`config.mk`:
```
export PLATFORM = sky130hd
export DESIGN_NAME = led_pixel_packet_deframer
export DESIGN_NICKNAME = d
export VERILOG_FILES = /design/src/lpd_pkg.sv /design/src/lpd_front.sv /design/src/lpd_fifo.sv /design/src/lpd_back.sv /design/src/led_pixel_packet_deframer.sv
export SDC_FILE = /design/constraint.sdc
export NUM_CORES = 1
export LEC_CHECK = 0
export BUFFER_PORTS_ARGS = -buffer_cell sky130_fd_sc_hd__buf_2
export CAP_MARGIN = 20
export CORE_UTILIZATION = 35
export CTS_BUF_LIST = sky130_fd_sc_hd__clkbuf_8 sky130_fd_sc_hd__clkbuf_16
export CTS_CLUSTER_DIAMETER = 60
export DETAILED_ROUTE_END_ITERATION = 8
export GPL_TIMING_DRIVEN = 0
export SLEW_MARGIN = 40
export SYNTH_ARGS = -nofsm -noshare
export SYNTH_HDL_FRONTEND = slang
export SYNTH_SLANG_ARGS = --single-unit
```
`constraint.sdc`:
```
create_clock -name clock -period 40.9 [get_ports clock]
set_input_delay 6.135 -clock clock [delete_from_list [all_inputs] [get_ports clock]]
set_output_delay 6.135 -clock clock [all_outputs]
set_load 0.01 [all_outputs]
```
`src/lpd_pkg.sv`:
```
package lpd_pkg;

   localparam int unsigned MAGIC_BYTES = 16;

   // result kinds, also used as micro-op codes in the queue
   localparam logic [1:0] KIND_START = 2'd0;
   localparam logic [1:0] KIND_PIXEL = 2'd1;
   localparam logic [1:0] KIND_END   = 2'd2;
   localparam logic [1:0] KIND_CMD   = 2'd3;

   // configuration register indexes
   localparam logic CSR_PIXELS = 1'b0;
   localparam logic CSR_STRIPS = 1'b1;

   localparam logic [10:0] PIXELS_RESET = 11'd64;
   localparam logic [8:0]  STRIPS_RESET = 9'd8;
   localparam logic [10:0] PIXELS_MAX   = 11'd1024;

   localparam logic [7:0] MAGIC [MAGIC_BYTES] = '{
      8'h40, 8'h09, 8'h2d, 8'ha6, 8'h15, 8'ha5, 8'hdd, 8'he5,
      8'h6a, 8'h9d, 8'h4d, 8'h5a, 8'hcf, 8'h09, 8'haf, 8'h50
   };

   // work item from the front to the back
   typedef struct packed {
      logic [1:0]  kind;
      logic [7:0]  data;
      logic        flag;       // full update for start, valid for command
      logic        final_op;   // last op caused by one input request
      logic [31:0] seq;
      logic [31:0] lost;
   } op_type;

   typedef struct packed {
      logic [1:0]  kind;
      logic        full_update;
      logic [7:0]  strip_id;
      logic [9:0]  pixel_x;
      logic [7:0]  red;
      logic [7:0]  green;
      logic [7:0]  blue;
      logic [7:0]  command_data;
      logic        command_valid;
      logic [31:0] packet_sequence;
      logic [31:0] lost_total;
      logic        run_last;
   } result_type;

endpackage

```
`src/lpd_front.sv`:
```
module lpd_front (
   input  logic              clock,
   input  logic              reset,
   input  logic              req_tvalid,
   output logic              req_tready,
   input  logic [7:0]        data_byte,
   input  logic              first_byte,
   input  logic [15:0]       packet_length,
   input  logic [11:0]       rec_len,
   input  logic [8:0]        strip_count,
   output logic              op_push,
   output lpd_pkg::op_type   op_data,
   input  logic              op_full
);

   localparam logic [2:0] M_IDLE   = 3'd0;
   localparam logic [2:0] M_SEQ    = 3'd1;
   localparam logic [2:0] M_LOOK   = 3'd2;
   localparam logic [2:0] M_CMD    = 3'd3;
   localparam logic [2:0] M_PIX    = 3'd4;
   localparam logic [2:0] M_REPLAY = 3'd5;

   logic [2:0]  mode_ff, mode_in;
   logic [15:0] pos_ff, pos_in;
   logic [15:0] exp_ff, exp_in;
   logic [31:0] seq_ff, seq_in;
   logic        match_ff, match_in;
   logic [31:0] prev_ff, prev_in;
   logic [31:0] lost_ff, lost_in;
   logic [4:0]  rep_idx_ff, rep_idx_in;
   logic [4:0]  rep_cnt_ff, rep_cnt_in;
   logic        rep_end_ff, rep_end_in;
   logic [7:0]  look_ff [lpd_pkg::MAGIC_BYTES];
   logic        look_we;
   logic [3:0]  look_k;

   logic        div_busy_ff, div_busy_in;
   logic [4:0]  div_cnt_ff, div_cnt_in;
   logic [15:0] div_q_ff, div_q_in;
   logic [11:0] div_r_ff, div_r_in;
   logic [12:0] div_t;

   logic        accept;
   logic        div_start;

   assign req_tready = !div_busy_ff && !op_full && (mode_ff != M_REPLAY);
   assign accept     = req_tvalid && req_tready;

   // restoring divider: remaining bytes over record length, one bit a cycle
   always_comb begin
      div_t      = {div_r_ff, div_q_ff[15]};
      div_busy_in = div_busy_ff;
      div_cnt_in = div_cnt_ff;
      div_q_in   = div_q_ff;
      div_r_in   = div_r_ff;
      if (div_start) begin
         div_busy_in = 1'b1;
         div_cnt_in  = 5'd16;
         div_q_in    = packet_length - 16'd4;
         div_r_in    = '0;
      end else if (div_busy_ff) begin
         if (div_t >= {1'b0, rec_len}) begin
            div_r_in = 12'(div_t - {1'b0, rec_len});
            div_q_in = {div_q_ff[14:0], 1'b1};
         end else begin
            div_r_in = div_t[11:0];
            div_q_in = {div_q_ff[14:0], 1'b0};
         end
         div_cnt_in = div_cnt_ff - 5'd1;
         if (div_cnt_ff == 5'd1) begin
            div_busy_in = 1'b0;
         end
      end
   end

   always_comb begin
      logic [2:0]  m;
      logic [15:0] p;
      logic [15:0] e;
      logic [31:0] s;
      logic        mt;
      logic        at_last;
      logic        decide;
      logic [4:0]  held;
      logic [31:0] d;
      logic [32:0] sum;
      m = mode_ff;
      p = pos_ff;
      e = exp_ff;
      s = seq_ff;
      mt = match_ff;
      at_last = 1'b0;
      decide = 1'b0;
      held = '0;
      d = '0;
      sum = '0;
      mode_in = mode_ff;
      pos_in = pos_ff;
      exp_in = exp_ff;
      seq_in = seq_ff;
      match_in = match_ff;
      prev_in = prev_ff;
      lost_in = lost_ff;
      rep_idx_in = rep_idx_ff;
      rep_cnt_in = rep_cnt_ff;
      rep_end_in = rep_end_ff;
      look_we = 1'b0;
      look_k = '0;
      div_start = 1'b0;
      op_push = 1'b0;
      op_data = '0;
      if (accept) begin
         if (first_byte) begin
            e = packet_length;
            p = '0;
            s = '0;
            mt = 1'b1;
            m = (packet_length < 16'd4) ? M_IDLE : M_SEQ;
            div_start = 1'b1;
         end
         at_last = ({1'b0, p} + 17'd1) == {1'b0, e};
         mode_in = m;
         unique case (m)
            M_IDLE: begin
            end
            M_SEQ: begin
               s = s | (32'(data_byte) << {p[1:0], 3'b000});
               if (p >= 16'd3) begin
                  if (at_last) begin
                     decide = 1'b1;
                  end else begin
                     mode_in = M_LOOK;
                  end
               end
            end
            M_LOOK: begin
               look_k = 4'(p - 16'd4);
               look_we = 1'b1;
               if (data_byte != lpd_pkg::MAGIC[look_k]) begin
                  mt = 1'b0;
               end
               if (look_k == 4'hf && mt) begin
                  if (at_last) begin
                     op_push = 1'b1;
                     op_data.kind = lpd_pkg::KIND_CMD;
                     op_data.final_op = 1'b1;
                     mode_in = M_IDLE;
                  end else begin
                     mode_in = M_CMD;
                  end
               end else if (look_k == 4'hf || at_last) begin
                  decide = 1'b1;
                  held = {1'b0, look_k} + 5'd1;
               end
            end
            M_CMD: begin
               op_push = 1'b1;
               op_data.kind = lpd_pkg::KIND_CMD;
               op_data.data = data_byte;
               op_data.flag = 1'b1;
               op_data.final_op = 1'b1;
               if (at_last) begin
                  mode_in = M_IDLE;
               end
            end
            M_PIX: begin
               op_push = 1'b1;
               op_data.kind = lpd_pkg::KIND_PIXEL;
               op_data.data = data_byte;
               op_data.final_op = !at_last;
               if (at_last) begin
                  mode_in = M_REPLAY;
                  rep_idx_in = '0;
                  rep_cnt_in = '0;
                  rep_end_in = 1'b1;
               end
            end
            default: begin
               mode_in = M_IDLE;
            end
         endcase
         if (decide) begin
            if (div_r_ff == 12'd0) begin
               op_push = 1'b1;
               op_data.kind = lpd_pkg::KIND_START;
               op_data.flag = (div_q_ff == {7'd0, strip_count});
               mode_in = M_REPLAY;
               rep_idx_in = '0;
               rep_cnt_in = held;
               rep_end_in = at_last;
            end else begin
               mode_in = M_IDLE;
            end
         end
         pos_in = p + 16'd1;
         exp_in = e;
         seq_in = s;
         match_in = mt;
      end else if (mode_ff == M_REPLAY && !op_full) begin
         op_push = 1'b1;
         if (rep_idx_ff < rep_cnt_ff) begin
            op_data.kind = lpd_pkg::KIND_PIXEL;
            op_data.data = look_ff[rep_idx_ff[3:0]];
            op_data.final_op = (rep_idx_ff + 5'd1 == rep_cnt_ff) && !rep_end_ff;
            rep_idx_in = rep_idx_ff + 5'd1;
            if (rep_idx_ff + 5'd1 == rep_cnt_ff && !rep_end_ff) begin
               mode_in = M_PIX;
            end
         end else begin
            // frame end: count skipped sequence numbers, saturate
            d = seq_ff - prev_ff - 32'd1;
            if (d != 32'd0 && !d[31]) begin
               sum = {1'b0, lost_ff} + {1'b0, d};
               lost_in = sum[32] ? '1 : sum[31:0];
            end
            prev_in = seq_ff;
            op_data.kind = lpd_pkg::KIND_END;
            op_data.final_op = 1'b1;
            op_data.seq = seq_ff;
            op_data.lost = lost_in;
            mode_in = M_IDLE;
         end
      end
   end

   always_ff @(posedge clock) begin
      if (reset) begin
         mode_ff <= M_IDLE;
         pos_ff <= '0;
         exp_ff <= '0;
         seq_ff <= '0;
         match_ff <= 1'b1;
         prev_ff <= '1;
         lost_ff <= '0;
         rep_idx_ff <= '0;
         rep_cnt_ff <= '0;
         rep_end_ff <= 1'b0;
         div_busy_ff <= 1'b0;
         div_cnt_ff <= '0;
      end else begin
         mode_ff <= mode_in;
         pos_ff <= pos_in;
         exp_ff <= exp_in;
         seq_ff <= seq_in;
         match_ff <= match_in;
         prev_ff <= prev_in;
         lost_ff <= lost_in;
         rep_idx_ff <= rep_idx_in;
         rep_cnt_ff <= rep_cnt_in;
         rep_end_ff <= rep_end_in;
         div_busy_ff <= div_busy_in;
         div_cnt_ff <= div_cnt_in;
      end
   end

   always_ff @(posedge clock) begin
      div_q_ff <= div_q_in;
      div_r_ff <= div_r_in;
      if (look_we) begin
         look_ff[look_k] <= data_byte;
      end
   end

   a_no_accept_while_div: assert property (@(posedge clock) disable iff (reset)
      div_busy_ff |-> !accept) else $error("byte taken while divider busy");
   a_replay_bound: assert property (@(posedge clock) disable iff (reset)
      (mode_ff == M_REPLAY) |-> (rep_idx_ff <= rep_cnt_ff && rep_cnt_ff <= 5'd16))
      else $error("replay index out of range");
   a_no_push_full: assert property (@(posedge clock) disable iff (reset)
      op_full |-> !op_push) else $error("push into full queue");

endmodule

```
`src/lpd_fifo.sv`:
```
module lpd_fifo #(
   parameter int unsigned DEPTH = 4
) (
   input  logic            clock,
   input  logic            reset,
   input  logic            push,
   input  lpd_pkg::op_type push_data,
   output logic            full,
   input  logic            pop,
   output logic            valid,
   output lpd_pkg::op_type pop_data
);

   localparam int unsigned AW = (DEPTH > 1) ? $clog2(DEPTH) : 1;

   lpd_pkg::op_type mem_ff [DEPTH];
   logic [AW-1:0]   wr_ff, wr_in;
   logic [AW-1:0]   rd_ff, rd_in;
   logic [AW:0]     cnt_ff, cnt_in;

   assign full     = (cnt_ff == (AW+1)'(DEPTH));
   assign valid    = (cnt_ff != '0);
   assign pop_data = mem_ff[rd_ff];

   always_comb begin
      wr_in = wr_ff;
      rd_in = rd_ff;
      cnt_in = cnt_ff;
      if (push) begin
         wr_in = (wr_ff == AW'(DEPTH - 1)) ? '0 : wr_ff + AW'(1);
      end
      if (pop) begin
         rd_in = (rd_ff == AW'(DEPTH - 1)) ? '0 : rd_ff + AW'(1);
      end
      if (push && !pop) begin
         cnt_in = cnt_ff + (AW+1)'(1);
      end else if (pop && !push) begin
         cnt_in = cnt_ff - (AW+1)'(1);
      end
   end

   always_ff @(posedge clock) begin
      if (reset) begin
         wr_ff <= '0;
         rd_ff <= '0;
         cnt_ff <= '0;
      end else begin
         wr_ff <= wr_in;
         rd_ff <= rd_in;
         cnt_ff <= cnt_in;
      end
   end

   always_ff @(posedge clock) begin
      if (push) begin
         mem_ff[wr_ff] <= push_data;
      end
   end

   a_count_bound: assert property (@(posedge clock) disable iff (reset)
      cnt_ff <= (AW+1)'(DEPTH)) else $error("queue count overflow");
   a_no_pop_empty: assert property (@(posedge clock) disable iff (reset)
      pop |-> valid) else $error("pop from empty queue");
   a_no_push_full: assert property (@(posedge clock) disable iff (reset)
      (push && !pop) |-> !full) else $error("push into full queue");

endmodule

```
`src/lpd_back.sv`:
```
module lpd_back (
   input  logic               clock,
   input  logic               reset,
   input  logic               op_valid,
   input  lpd_pkg::op_type    op_data,
   output logic               op_pop,
   input  logic [11:0]        rec_len,
   output logic               rsp_tvalid,
   input  logic               rsp_tready,
   output lpd_pkg::result_type rsp_result
);

   lpd_pkg::result_type h_ff, h_in;
   logic                h_valid_ff, h_valid_in;
   lpd_pkg::result_type o_ff, o_in;
   logic                o_valid_ff, o_valid_in;
   logic [11:0]         off_ff, off_in;
   logic [1:0]          phase_ff, phase_in;
   logic [9:0]          x_ff, x_in;
   logic [7:0]          strip_ff, strip_in;
   logic [7:0]          red_ff, red_in;
   logic [7:0]          green_ff, green_in;

   logic                o_free;
   logic                emit;
   lpd_pkg::result_type res;

   assign rsp_tvalid = o_valid_ff;
   assign rsp_result = o_ff;
   assign o_free     = !o_valid_ff || rsp_tready;
   assign op_pop     = op_valid && (!h_valid_ff || o_free);

   always_comb begin
      logic [12:0] nxt;
      nxt = {1'b0, off_ff} + 13'd1;
      emit = 1'b0;
      res = '0;
      off_in = off_ff;
      phase_in = phase_ff;
      x_in = x_ff;
      strip_in = strip_ff;
      red_in = red_ff;
      green_in = green_ff;
      if (op_pop) begin
         unique case (op_data.kind)
            lpd_pkg::KIND_START: begin
               emit = 1'b1;
               res.kind = lpd_pkg::KIND_START;
               res.full_update = op_data.flag;
               off_in = '0;
            end
            lpd_pkg::KIND_PIXEL: begin
               if (off_ff == 12'd0) begin
                  strip_in = op_data.data;
                  phase_in = 2'd0;
                  x_in = '0;
               end else begin
                  case (phase_ff)
                     2'd0: begin
                        red_in = op_data.data;
                        phase_in = 2'd1;
                     end
                     2'd1: begin
                        green_in = op_data.data;
                        phase_in = 2'd2;
                     end
                     default: begin
                        emit = 1'b1;
                        res.kind = lpd_pkg::KIND_PIXEL;
                        res.strip_id = strip_ff;
                        res.pixel_x = x_ff;
                        res.red = red_ff;
                        res.green = green_ff;
                        res.blue = op_data.data;
                        x_in = x_ff + 10'd1;
                        phase_in = 2'd0;
                     end
                  endcase
               end
               off_in = (nxt >= {1'b0, rec_len}) ? '0 : nxt[11:0];
            end
            lpd_pkg::KIND_END: begin
               emit = 1'b1;
               res.kind = lpd_pkg::KIND_END;
               res.packet_sequence = op_data.seq;
               res.lost_total = op_data.lost;
            end
            default: begin
               emit = 1'b1;
               res.kind = lpd_pkg::KIND_CMD;
               res.command_data = op_data.data;
               res.command_valid = op_data.flag;
            end
         endcase
         res.run_last = op_data.final_op;
      end
   end

   // hold the newest result until it is known whether it ends its request
   always_comb begin
      logic h_last;
      h_last = h_ff.run_last || (op_pop && !emit && op_data.final_op);
      h_in = h_ff;
      h_valid_in = h_valid_ff;
      o_in = o_ff;
      o_valid_in = o_valid_ff && !rsp_tready;
      if (op_pop && emit) begin
         if (h_valid_ff) begin
            o_in = h_ff;
            o_valid_in = 1'b1;
         end
         h_in = res;
         h_valid_in = 1'b1;
      end else if (h_valid_ff && h_last && o_free) begin
         o_in = h_ff;
         o_in.run_last = 1'b1;
         o_valid_in = 1'b1;
         h_valid_in = 1'b0;
      end else if (h_valid_ff) begin
         h_in.run_last = h_last;
      end
   end

   always_ff @(posedge clock) begin
      if (reset) begin
         h_valid_ff <= 1'b0;
         o_valid_ff <= 1'b0;
         off_ff <= '0;
         phase_ff <= '0;
         x_ff <= '0;
      end else begin
         h_valid_ff <= h_valid_in;
         o_valid_ff <= o_valid_in;
         off_ff <= off_in;
         phase_ff <= phase_in;
         x_ff <= x_in;
      end
   end

   always_ff @(posedge clock) begin
      h_ff <= h_in;
      o_ff <= o_in;
      strip_ff <= strip_in;
      red_ff <= red_in;
      green_ff <= green_in;
   end

   a_cmd_is_last: assert property (@(posedge clock) disable iff (reset)
      (rsp_tvalid && rsp_result.kind == lpd_pkg::KIND_CMD) |-> rsp_result.run_last)
      else $error("command byte not marked last");
   a_end_is_last: assert property (@(posedge clock) disable iff (reset)
      (rsp_tvalid && rsp_result.kind == lpd_pkg::KIND_END) |-> rsp_result.run_last)
      else $error("frame end not marked last");
   a_phase_range: assert property (@(posedge clock) disable iff (reset)
      phase_ff != 2'd3) else $error("colour phase out of range");

endmodule

```
`src/led_pixel_packet_deframer.sv`:
```
// channel | ports             | carries
// ------- | ----------------- | ------------------------------------------------------
// request | req_t*            | tdata byte+length, tuser first byte, tlast (unused)
// result  | rsp_t*            | tdata result fields, tuser kind, tlast last of request
// config  | csr_we/addr/wdata | 0 pixels per record, 1 strip_count
//
// Requests are normally taken one a cycle. A first byte starts a bit-serial division
// of the payload length by the record length; no request is taken while it runs.
// A pixel decision replays up to 16 held bytes into the queue at one a cycle unless
// it is full, then the frame end if the packet ended. Reset is synchronous and clears
// all control state. The op queue decouples the front from the result register, so a
// stalled result side backs up into the request side only once the queue is full.
module led_pixel_packet_deframer #(
   parameter int unsigned QUEUE_DEPTH = 4
) (
   input  logic         clock,
   input  logic         reset,
   input  logic         req_tvalid,
   output logic         req_tready,
   input  logic [23:0]  req_tdata,   // data_byte[7:0], packet_length[23:8]
   input  logic         req_tuser,   // first_byte
   input  logic         req_tlast,   // last_byte
   output logic         rsp_tvalid,
   input  logic         rsp_tready,
   // full_update[0], strip_id[8:1], pixel_x[18:9], red[26:19],
   // green[34:27], blue[42:35], command_data[50:43], command_valid[51],
   // packet_sequence[83:52], lost_total[115:84], zero fill[119:116]
   output logic [119:0] rsp_tdata,
   output logic [1:0]   rsp_tuser,   // kind
   output logic         rsp_tlast,   // run_last
   input  logic         csr_we,
   input  logic         csr_addr,
   input  logic [10:0]  csr_wdata
);

   logic [10:0] pixels_ff;
   logic [8:0]  strips_ff;
   logic [10:0] pixels_eff;
   logic [11:0] rec_len;

   logic                op_push;
   lpd_pkg::op_type     op_in_data;
   logic                op_full;
   logic                op_valid;
   logic                op_pop;
   lpd_pkg::op_type     op_out_data;
   lpd_pkg::result_type result;

   // hold the configuration; user writes must happen only while idle; not enforced here
   always_ff @(posedge clock) begin
      if (reset) begin
         pixels_ff <= lpd_pkg::PIXELS_RESET;
         strips_ff <= lpd_pkg::STRIPS_RESET;
      end else if (csr_we) begin
         unique case (csr_addr)
            lpd_pkg::CSR_PIXELS: pixels_ff <= csr_wdata;
            lpd_pkg::CSR_STRIPS: strips_ff <= csr_wdata[8:0];
            default: begin
            end
         endcase
      end
   end

   // record length: one strip byte plus three colour bytes a pixel
   assign pixels_eff = (pixels_ff > lpd_pkg::PIXELS_MAX) ? lpd_pkg::PIXELS_MAX : pixels_ff;
   assign rec_len    = {pixels_eff, 1'b0} + {1'b0, pixels_eff} + 12'd1;

   lpd_front u_front (
      .clock         (clock),
      .reset         (reset),
      .req_tvalid    (req_tvalid),
      .req_tready    (req_tready),
      .data_byte     (req_tdata[7:0]),
      .first_byte    (req_tuser),
      .packet_length (req_tdata[23:8]),
      .rec_len       (rec_len),
      .strip_count   (strips_ff),
      .op_push       (op_push),
      .op_data       (op_in_data),
      .op_full       (op_full)
   );

   lpd_fifo #(.DEPTH(QUEUE_DEPTH)) u_fifo (
      .clock     (clock),
      .reset     (reset),
      .push      (op_push),
      .push_data (op_in_data),
      .full      (op_full),
      .pop       (op_pop),
      .valid     (op_valid),
      .pop_data  (op_out_data)
   );

   lpd_back u_back (
      .clock      (clock),
      .reset      (reset),
      .op_valid   (op_valid),
      .op_data    (op_out_data),
      .op_pop     (op_pop),
      .rec_len    (rec_len),
      .rsp_tvalid (rsp_tvalid),
      .rsp_tready (rsp_tready),
      .rsp_result (result)
   );

   assign rsp_tuser = result.kind;
   assign rsp_tlast = result.run_last;
   assign rsp_tdata = {4'd0, result.lost_total, result.packet_sequence,
                       result.command_valid, result.command_data, result.blue,
                       result.green, result.red, result.pixel_x,
                       result.strip_id, result.full_update};

   // last byte mark is not used: packet length alone bounds a packet
   logic unused_last;
   assign unused_last = req_tlast;

endmodule

```
==> impl_metrics.yaml, run 1 <==
drt:
  drt-vias-per-instance: 5.24
  post-route-drc-count: 0
  vias: 26941
  first_pass_iters: 5
  avgRoutedWirePerCell_um: 19.8
  route.final.wire_length_um: 102000
  detailedRoute.firstIterationViolations: 2356
  ant_nets: 0
floorplan:
  placement_rows: 126
  die-height_um: 347
  initial_utilization_pct: 35.2
  fp.dieW_um: 347
  pin_count: 168
  die_area_sq_um: 120000
  floorplan.core_area_sq_um: 118000
critical_path:
  worstSetupEndpointType: "register"
  critPathMaxFanout: 17
  critical_path_cell_sequence: "buf_2 -> buf_2 -> buf_2 -> clkbuf_1 -> clkbuf_1 -> clkbuf_1 -> clkbuf_1 -> nor2b_1 -> ha_1 -> clkbuf_1 -> clkbuf_1 -> o22ai_1 -> xor2_1 -> nor4_1 -> nand3_1 -> o31ai_1 -> nand2_1 -> a22o_1 -> nor2b_4 -> buf_16 -> buf_8 -> buf_8 -> buf_16 -> buf_16"
  critPathCapture: "u_fifo.mem_ff[3][12]"
  critPathSlowestCell: "sky130_fd_sc_hd__nor4_1"
  critical_path.startpoint: "req_tuser"
  worstRegToRegCells: 20
  arrival_ns: 13.01
  critical_path_class: "in -> reg"
  critical_path.n_buffers_inverters: 14
  timing.reg2reg.setup_slack_ns: 34.08
  startpoint_type: "primary input"
  timing.rr.end: "u_fifo.mem_ff[3][12]"
  required_ns: 41.26
  critical_path_depth: 24
  timing.critical_path.mode_cell: "sky130_fd_sc_hd__clkbuf_1"
  cp_slowest_stage_delay_ns: 0.57
  critical-path-top-delay-family: "buffers and inverters"
  worst_r2r_startpoint: "u_front.pos_ff[0]"
timing:
  maxSlewHeadroom_pct: 42.0
  setup_slack_ns: 28.25
  max_slew.worst_pin.slew_ns: 0.861
  count_of_endpoints_failing_hold_in_the_final_timing_report: 0
  fin_skew_ns: 0.0531
  timing.final.crit_period_ns: 12.65
  max_clock_freq_mhz: 79.0
  setup_tns_ns: 0
  hold-worst-slack_ns: 0.402
  setup_viol: 0
  slew_viol_final: 0
  rsz0062_at_grt: "false"
  layout_worst_path_cycle_share_pct: 30.9
synthesis:
  synth.avg_cell_area_sq_um: 13.0
  synth_area_sq_um: 41500
  synth.top_cells.by_count: "710 x sky130_fd_sc_hd__edfxtp_1, 322 x sky130_fd_sc_hd__nand2_1, 220 x sky130_fd_sc_hd__dfxtp_1"
  synth_enable_flop_cells: 710
  async_flop_share_pct: 0
  seq_area_frac_synth_pct: 61.9
  synth_seq_cells: 930
  ys_dominant_reg_cell: "sky130_fd_sc_hd__edfxtp_1"
  synth_top_area_share_pct: 51.3
  synth.most_common_cell: "sky130_fd_sc_hd__edfxtp_1"
  synthesis.yosys.warnings: 0
  netlist_top_cells_area: "sky130_fd_sc_hd__edfxtp_1 51%, sky130_fd_sc_hd__dfxtp_1 11%, sky130_fd_sc_hd__mux4_2 6.3%"
  netlist.top_cell.by_area: "sky130_fd_sc_hd__edfxtp_1"
  ys_types: 86
  netlist_instances: 3204
clock_network:
  clock_tree.htree_level_count: 3
  insertion_delay_ns: 0.69
  clock_sinks: 930
  cts.path.max_buffers: 3
  clkTransAtPathRegs_ns: 0.06
  postCtsSetupBuffers: 0
  clock_tree.root_cell: "sky130_fd_sc_hd__clkbuf_16"
  cts_resized: 0
  cts_hold_repair.buffers: 0
  cts_tree: "done"
  cts-buffers-inserted: 101
global_route:
  initial_antenna_violation_count: 2
  grt_start_max_net_pins: 24
  first_global_vias: 26063
  first_pass_grt_wire_length_um: 156000
  grt_util_all_layers_pct: 16.7
  grt_overflow: 0
job:
  cap_viol_max_count: 0
place:
  post_dp_cell_area_sq_um: 45200
  routabilityCongestion: 0.887
  port_buffers: 162
  place.detailed.hpwl_um: 73900
  post-place-cells: 4948
  place_ws_ns: 27.66
power:
  pleak_nw: 18.0
  power_mw: 2.81
  power_density_nw_per_um2: 57.6
  irDropWorstVdd_mv: 0.0385
final_layout:
  final_area_sq_um: 48700
  drive_gt1_share_pct: 16.5
  fillerInstances: 10910
  numnets_final: 3690
  finish.utilization_pct: 41.3
  area_growth_syn_to_layout_pct: 17.3
  finalNonFillerCells: 5140
outcome:
  run_status: "finished clean"
hold_path:
  hold_crit_path_type: "reg -> reg"
-- report_power, final --
part	switching, mW	total, mW	internal, mW	leakage [nW]
logic	0.389	0.609	0.220	7.67
clock network	0.398	0.941	0.543	1.76
registers	0.0514	1.26	1.20	8.56
-- kinds of logic after synthesis --
family,synth area share [%]
simple gates,11.1
xor+xnor,2.91
mux,7.19
fa+ha+maj,4.07
flops,61.9
compound gates,10.3
other cells,0.00903
buf+inv,2.52
-- how the worst min path moves through the flow --
stage / from / end / slack, ns / cells past startpoint
2_1_floorplan: u_back.h_ff[100] / u_back.rsp_result[100] / 0.40 / 0
3_3_place_gp: u_back.h_ff[40] / u_back.rsp_result[40] / 0.40 / 0
3_5_place_dp: u_back.h_ff[103] / u_back.rsp_result[103] / 0.40 / 0
4_1_cts: u_back.h_ff[35] / u_back.rsp_result[35] / 0.41 / 0
5_1_grt: u_back.h_ff[35] / u_back.rsp_result[35] / 0.41 / 0
6_report: u_back.h_ff[35] / u_back.rsp_result[35] / 0.40 / 0
-- cell usage in the layout, fill, tap and decap left out, drive strengths merged, types with 20 or more instances in the layout --
cell	instances
nor3	49
a21oi	184
o21a	21
nor4	34
nand4	21
and3	156
nand3	43
and2	30
a21o	24
mux2i	34
a211oi	23
buf	242
nor2	179
nand2	322
o211ai	20
clkbuf	244
a211o	36
edfxtp	710
o22ai	28
clkinv	49
xnor2	71
mux4	116
ha	128
dfxtp	220
a311oi	25
o21ai	149
xor2	67
nor2b	24
inv	112
-- worst reg2reg max path, cell delays in order (launching register included) --
cell and delay, ns:
sky130_fd_sc_hd__dfxtp_1 0.34, sky130_fd_sc_hd__clkbuf_1 0.51, sky130_fd_sc_hd__nor2b_1 0.21, sky130_fd_sc_hd__clkbuf_1 0.53, sky130_fd_sc_hd__clkinv_1 0.65, sky130_fd_sc_hd__ha_1 0.71
sky130_fd_sc_hd__nand2_1 0.08, sky130_fd_sc_hd__a211oi_1 0.25, sky130_fd_sc_hd__a21oi_1 0.07, sky130_fd_sc_hd__xor2_1 0.17, sky130_fd_sc_hd__nor4_1 0.58, sky130_fd_sc_hd__nand3_1 0.20
sky130_fd_sc_hd__o31ai_1 0.25, sky130_fd_sc_hd__nand2_1 0.09, sky130_fd_sc_hd__a22o_1 0.40, sky130_fd_sc_hd__nor2b_4 0.46, sky130_fd_sc_hd__buf_16 0.22, sky130_fd_sc_hd__buf_8 0.21
sky130_fd_sc_hd__buf_8 0.19, sky130_fd_sc_hd__buf_16 0.17, sky130_fd_sc_hd__buf_16 0.18
-- metal layers --
metal	track usage [%]	vias up	wire [um]
met3	2.47	121	5380
met4	4.57	0	1890
met1	23.8	13330	47500
li1	-	12796	-
met2	26.3	694	47200
met5	0	-	0
-- layout make-up --
class / instances / area (sq um) / area share, %
antenna: 1 / 2.50 / 0.00513
timing repair buffer: 205 / 1570 / 3.21
clock buffer: 109 / 2660 / 5.46
tap: 1536 / 1920 / 3.94
buffer: 172 / 713 / 1.46
inverter: 95 / 357 / 0.732
clock inverter: 82 / 863 / 1.77
multi-input combinational: 2010 / 14900 / 30.6
sequential: 930 / 25700 / 52.8
-- sequential cells by signal (all words and copies together) (netlist names), 9 cells and up, named ones only --
signal and count:
u_front.lost_ff 32, u_front.exp_ff 16, u_front.pos_ff 16, u_back.h_ff 119, u_back.x_ff 10, pixels_ff 11
u_back.rsp_result 119, u_front.look_ff 128, strips_ff 9, u_back.off_ff 12, u_front.div_q_ff 16, u_front.prev_ff 32
u_front.div_r_ff 12, u_fifo.mem_ff 304, u_front.seq_ff 32
Note: power is estimated with default switching activity, not from simulation.
==> inputs of run 2 (changes only) <==
- ABC_AREA: not set -> 1
- clock period: 40.9 -> 12.4 ns (I/O delays scaled with it)
==> run 2 against run 1 <==
Combinational power grew to 4.3 times the previous value. Sequential share of layout area fell by 1.7 points. Clock-buffer cell count down 5. Clock power grew to 3.3 times the previous value. Final cell count grew 27%. Sequential cell count unchanged. Critical endpoint is now u_fifo.mem_ff[1][25]. Largest power group unchanged.
==> impl_metrics.yaml, run 2 <==
outcome:
  run_status: "finished clean"
final_layout:
  multiInputGateArea_sq_um: 14800
  drive_gt1_share_pct: 9.36
  finalNonFillerCells: 6541
  numnets_final: 5002
  fillerInstances: 11959
  finish.utilization_pct: 41.3
  final_cell_mix: "736 x sky130_fd_sc_hd__nand2_1, 710 x sky130_fd_sc_hd__edfxtp_1, 636 x sky130_fd_sc_hd__nor2_1"
  largest_reg_flops: 304
  area_growth_syn_to_layout_pct: 16.6
  reg.largest.list: "u_fifo.mem_ff x304, u_front.look_ff x128"
  footprint_of_the_flip_flops_and_latches_sq_um: 25700
  registers.top_by_ff_count: "u_fifo.mem_ff"
  layout.cells.most_common: "sky130_fd_sc_hd__nand2_1"
drt:
  met1Wirelength_um: 53600
  route.final.wire_length_um: 117000
  drt-vias-per-instance: 4.99
  first_pass_iters: 6
  avgRoutedWirePerCell_um: 18.0
  detailedRoute.firstIterationViolations: 2735
  wl_met3_um: 7150
  vias: 32629
  dr_wl_met2_um: 54100
  ant_nets: 0
  post-route-drc-count: 0
  top_layer_used: "met4"
critical_path:
  arrival_ns: 6.89
  timing.critical_path.mode_cell: "sky130_fd_sc_hd__nand2_1"
  cp_slowest_stage_delay_ns: 0.45
  worst_r2r_startpoint: "u_front.pos_ff[1]"
  worstRegToRegCells: 26
  critPathSlowestCell: "sky130_fd_sc_hd__ha_1"
  timing.reg2reg.setup_slack_ns: 7.00
  critPathMaxFanout: 16
  critical_path_class: "in -> reg"
  required_ns: 12.80
  worstSetupEndpointType: "register"
  startpoint_type: "primary input"
  critical-path-top-delay-family: "simple AND/OR/NAND/NOR gates"
  critical_path.n_buffers_inverters: 10
  timing.rr.end: "u_fifo.mem_ff[1][25]"
floorplan:
  initial_utilization_pct: 35.4
  placement_rows: 128
  fp.dieW_um: 353
  pin_count: 168
  die-height_um: 353
  floorplan.core_area_sq_um: 122000
  die_area_sq_um: 125000
timing:
  max_slew.worst_pin.slew_ns: 0.875
  rsz0062_at_grt: "false"
  layout_worst_path_cycle_share_pct: 52.4
  max_clock_freq_mhz: 154
  maxSlewHeadroom_pct: 41.7
  setup_slack_ns: 5.91
  hold-worst-slack_ns: 0.389
  fin_skew_ns: 0.0536
  timing.final.crit_period_ns: 6.49
  count_of_endpoints_failing_hold_in_the_final_timing_report: 0
  slew_viol_final: 0
  setup_viol: 0
hold_path:
  worstHoldStart: "u_back.h_ff[18]"
  hold_crit_path_type: "reg -> reg"
  hold_path_depth: 0
  timing.hold.worst_endpoint: "u_back.rsp_result[18]"
global_route:
  grt_start_max_net_pins: 44
  grt_util_all_layers_pct: 18.5
  initial_antenna_violation_count: 4
  first_pass_grt_wire_length_um: 180000
  first_global_vias: 31023
  grt_overflow: 0
synthesis:
  synth_top_area_share_pct: 49.3
  synth.avg_cell_area_sq_um: 9.54
  synth_enable_flop_cells: 710
  ys_dominant_reg_cell: "sky130_fd_sc_hd__edfxtp_1"
  synth.top_cells.by_count: "737 x sky130_fd_sc_hd__nand2_1, 710 x sky130_fd_sc_hd__edfxtp_1, 641 x sky130_fd_sc_hd__nor2_1"
  ys_types: 60
  netlist.top_cell.by_area: "sky130_fd_sc_hd__edfxtp_1"
  synthesis.yosys.warnings: 0
  synth_area_sq_um: 43200
  synth_seq_cells: 930
  synth.most_common_cell: "sky130_fd_sc_hd__nand2_1"
  seq_area_frac_synth_pct: 59.5
  netlist_instances: 4527
  async_flop_share_pct: 0
  netlist_top_cells_area: "sky130_fd_sc_hd__edfxtp_1 49%, sky130_fd_sc_hd__dfxtp_1 10%, sky130_fd_sc_hd__nand2_1 6.4%"
clock_network:
  cts.path.max_buffers: 3
  clkTransAtPathRegs_ns: 0.06
  cts-buffers-inserted: 100
  cts_tree: "done"
  clock_tree.root_cell: "sky130_fd_sc_hd__clkbuf_16"
  postCtsSetupBuffers: 0
  cts_hold_repair.buffers: 0
  clock_sinks: 930
  clock_tree.htree_level_count: 3
  insertion_delay_ns: 0.74
  cts_resized: 0
power:
  pleak_nw: 20.5
  irDropWorstVdd_mv: 0.160
  power_density_nw_per_um2: 200
  power_mw: 10.1
place:
  place_ws_ns: 5.23
  place.detailed.hpwl_um: 86100
  port_buffers: 161
  routabilityCongestion: 0.936
  post-place-cells: 6350
job:
  cap_viol_max_count: 0
[run 2: changes by cell type after synthesis, sizes merged, moves of 25 or more]
cell / before / now
a211o: 36 / 0
xnor2: 71 / 17
nor2: 179 / 654
nand3: 43 / 277
o21ai: 149 / 339
and2: 30 / 3
a21oi: 184 / 347
nand2: 322 / 751
and3: 156 / 0
a311oi: 25 / 0
mux4: 116 / 0
inv: 92 / 554
[run 2: cell families (layout without fill, tap and decap cells)]
logic type | count (synthesis) | in the layout | synth area share (%)
AO/OA/AOI/OAI | 840 | 840 | 10.6
XOR/XNOR | 77 | 77 | 1.56
adder cells (fa/ha/maj) | 132 | 132 | 3.89
buffers and inverters | 729 | 1114 | 6.47
flip-flops | 930 | 930 | 59.5
multiplexers | 19 | 19 | 0.449
other | 1 | 5 | 0.00868
AND/OR/NAND/NOR | 1799 | 1799 | 17.5
[run 2: layout make-up]
cell class / count / area share (%)
antenna: 1 / 0.00497
buffer: 171 / 1.43
clock buffer: 104 / 5.10
clock inverter: 86 / 1.95
inverter: 558 / 4.16
multi-input combinational: 2871 / 29.4
sequential: 930 / 51.1
tap: 1625 / 4.04
timing repair buffer: 195 / 2.91
[run 2: worst max path at each step]
stage | from | slack (ns) | depth (start not counted) | end
2_1_floorplan | rsp_tready | 1.43 | 7 | u_back.rsp_result[0]
3_3_place_gp | register | -4.97 | 14 | u_back.rsp_result[12]
3_5_place_dp | req_tuser | 5.23 | 29 | u_fifo.mem_ff[1][26]
4_1_cts | req_tuser | 5.96 | 29 | u_fifo.mem_ff[1][24]
5_1_grt | req_tuser | 5.47 | 29 | u_fifo.mem_ff[1][25]
6_report | req_tuser | 5.91 | 29 | u_fifo.mem_ff[1][25]
[run 2: through the flow]
stage / TNS [ns] / cell area, sq um
finish: 0 / 50400
global route: 0 / 50400
CTS: 0 / 50400
detailed placement: 0 / 46800
global placement: -594.58 / 46100
floorplan: 0 / 43200
[run 2: power by group]
group / total, mW / switching (mW) / internal [mW]
Combinational: 2.61 / 1.82 / 0.788
Sequential: 4.33 / 0.193 / 4.14
Clock: 3.15 / 1.31 / 1.84
Total: 10.1 / 3.33 / 6.77
[run 2: layer usage]
layer / vias up / global-route usage [%]
li1: 15968 / -
met1: 15476 / 25.8
met2: 1033 / 30.0
met3: 152 / 2.66
met4: 0 / 5.15
met5: - / 0
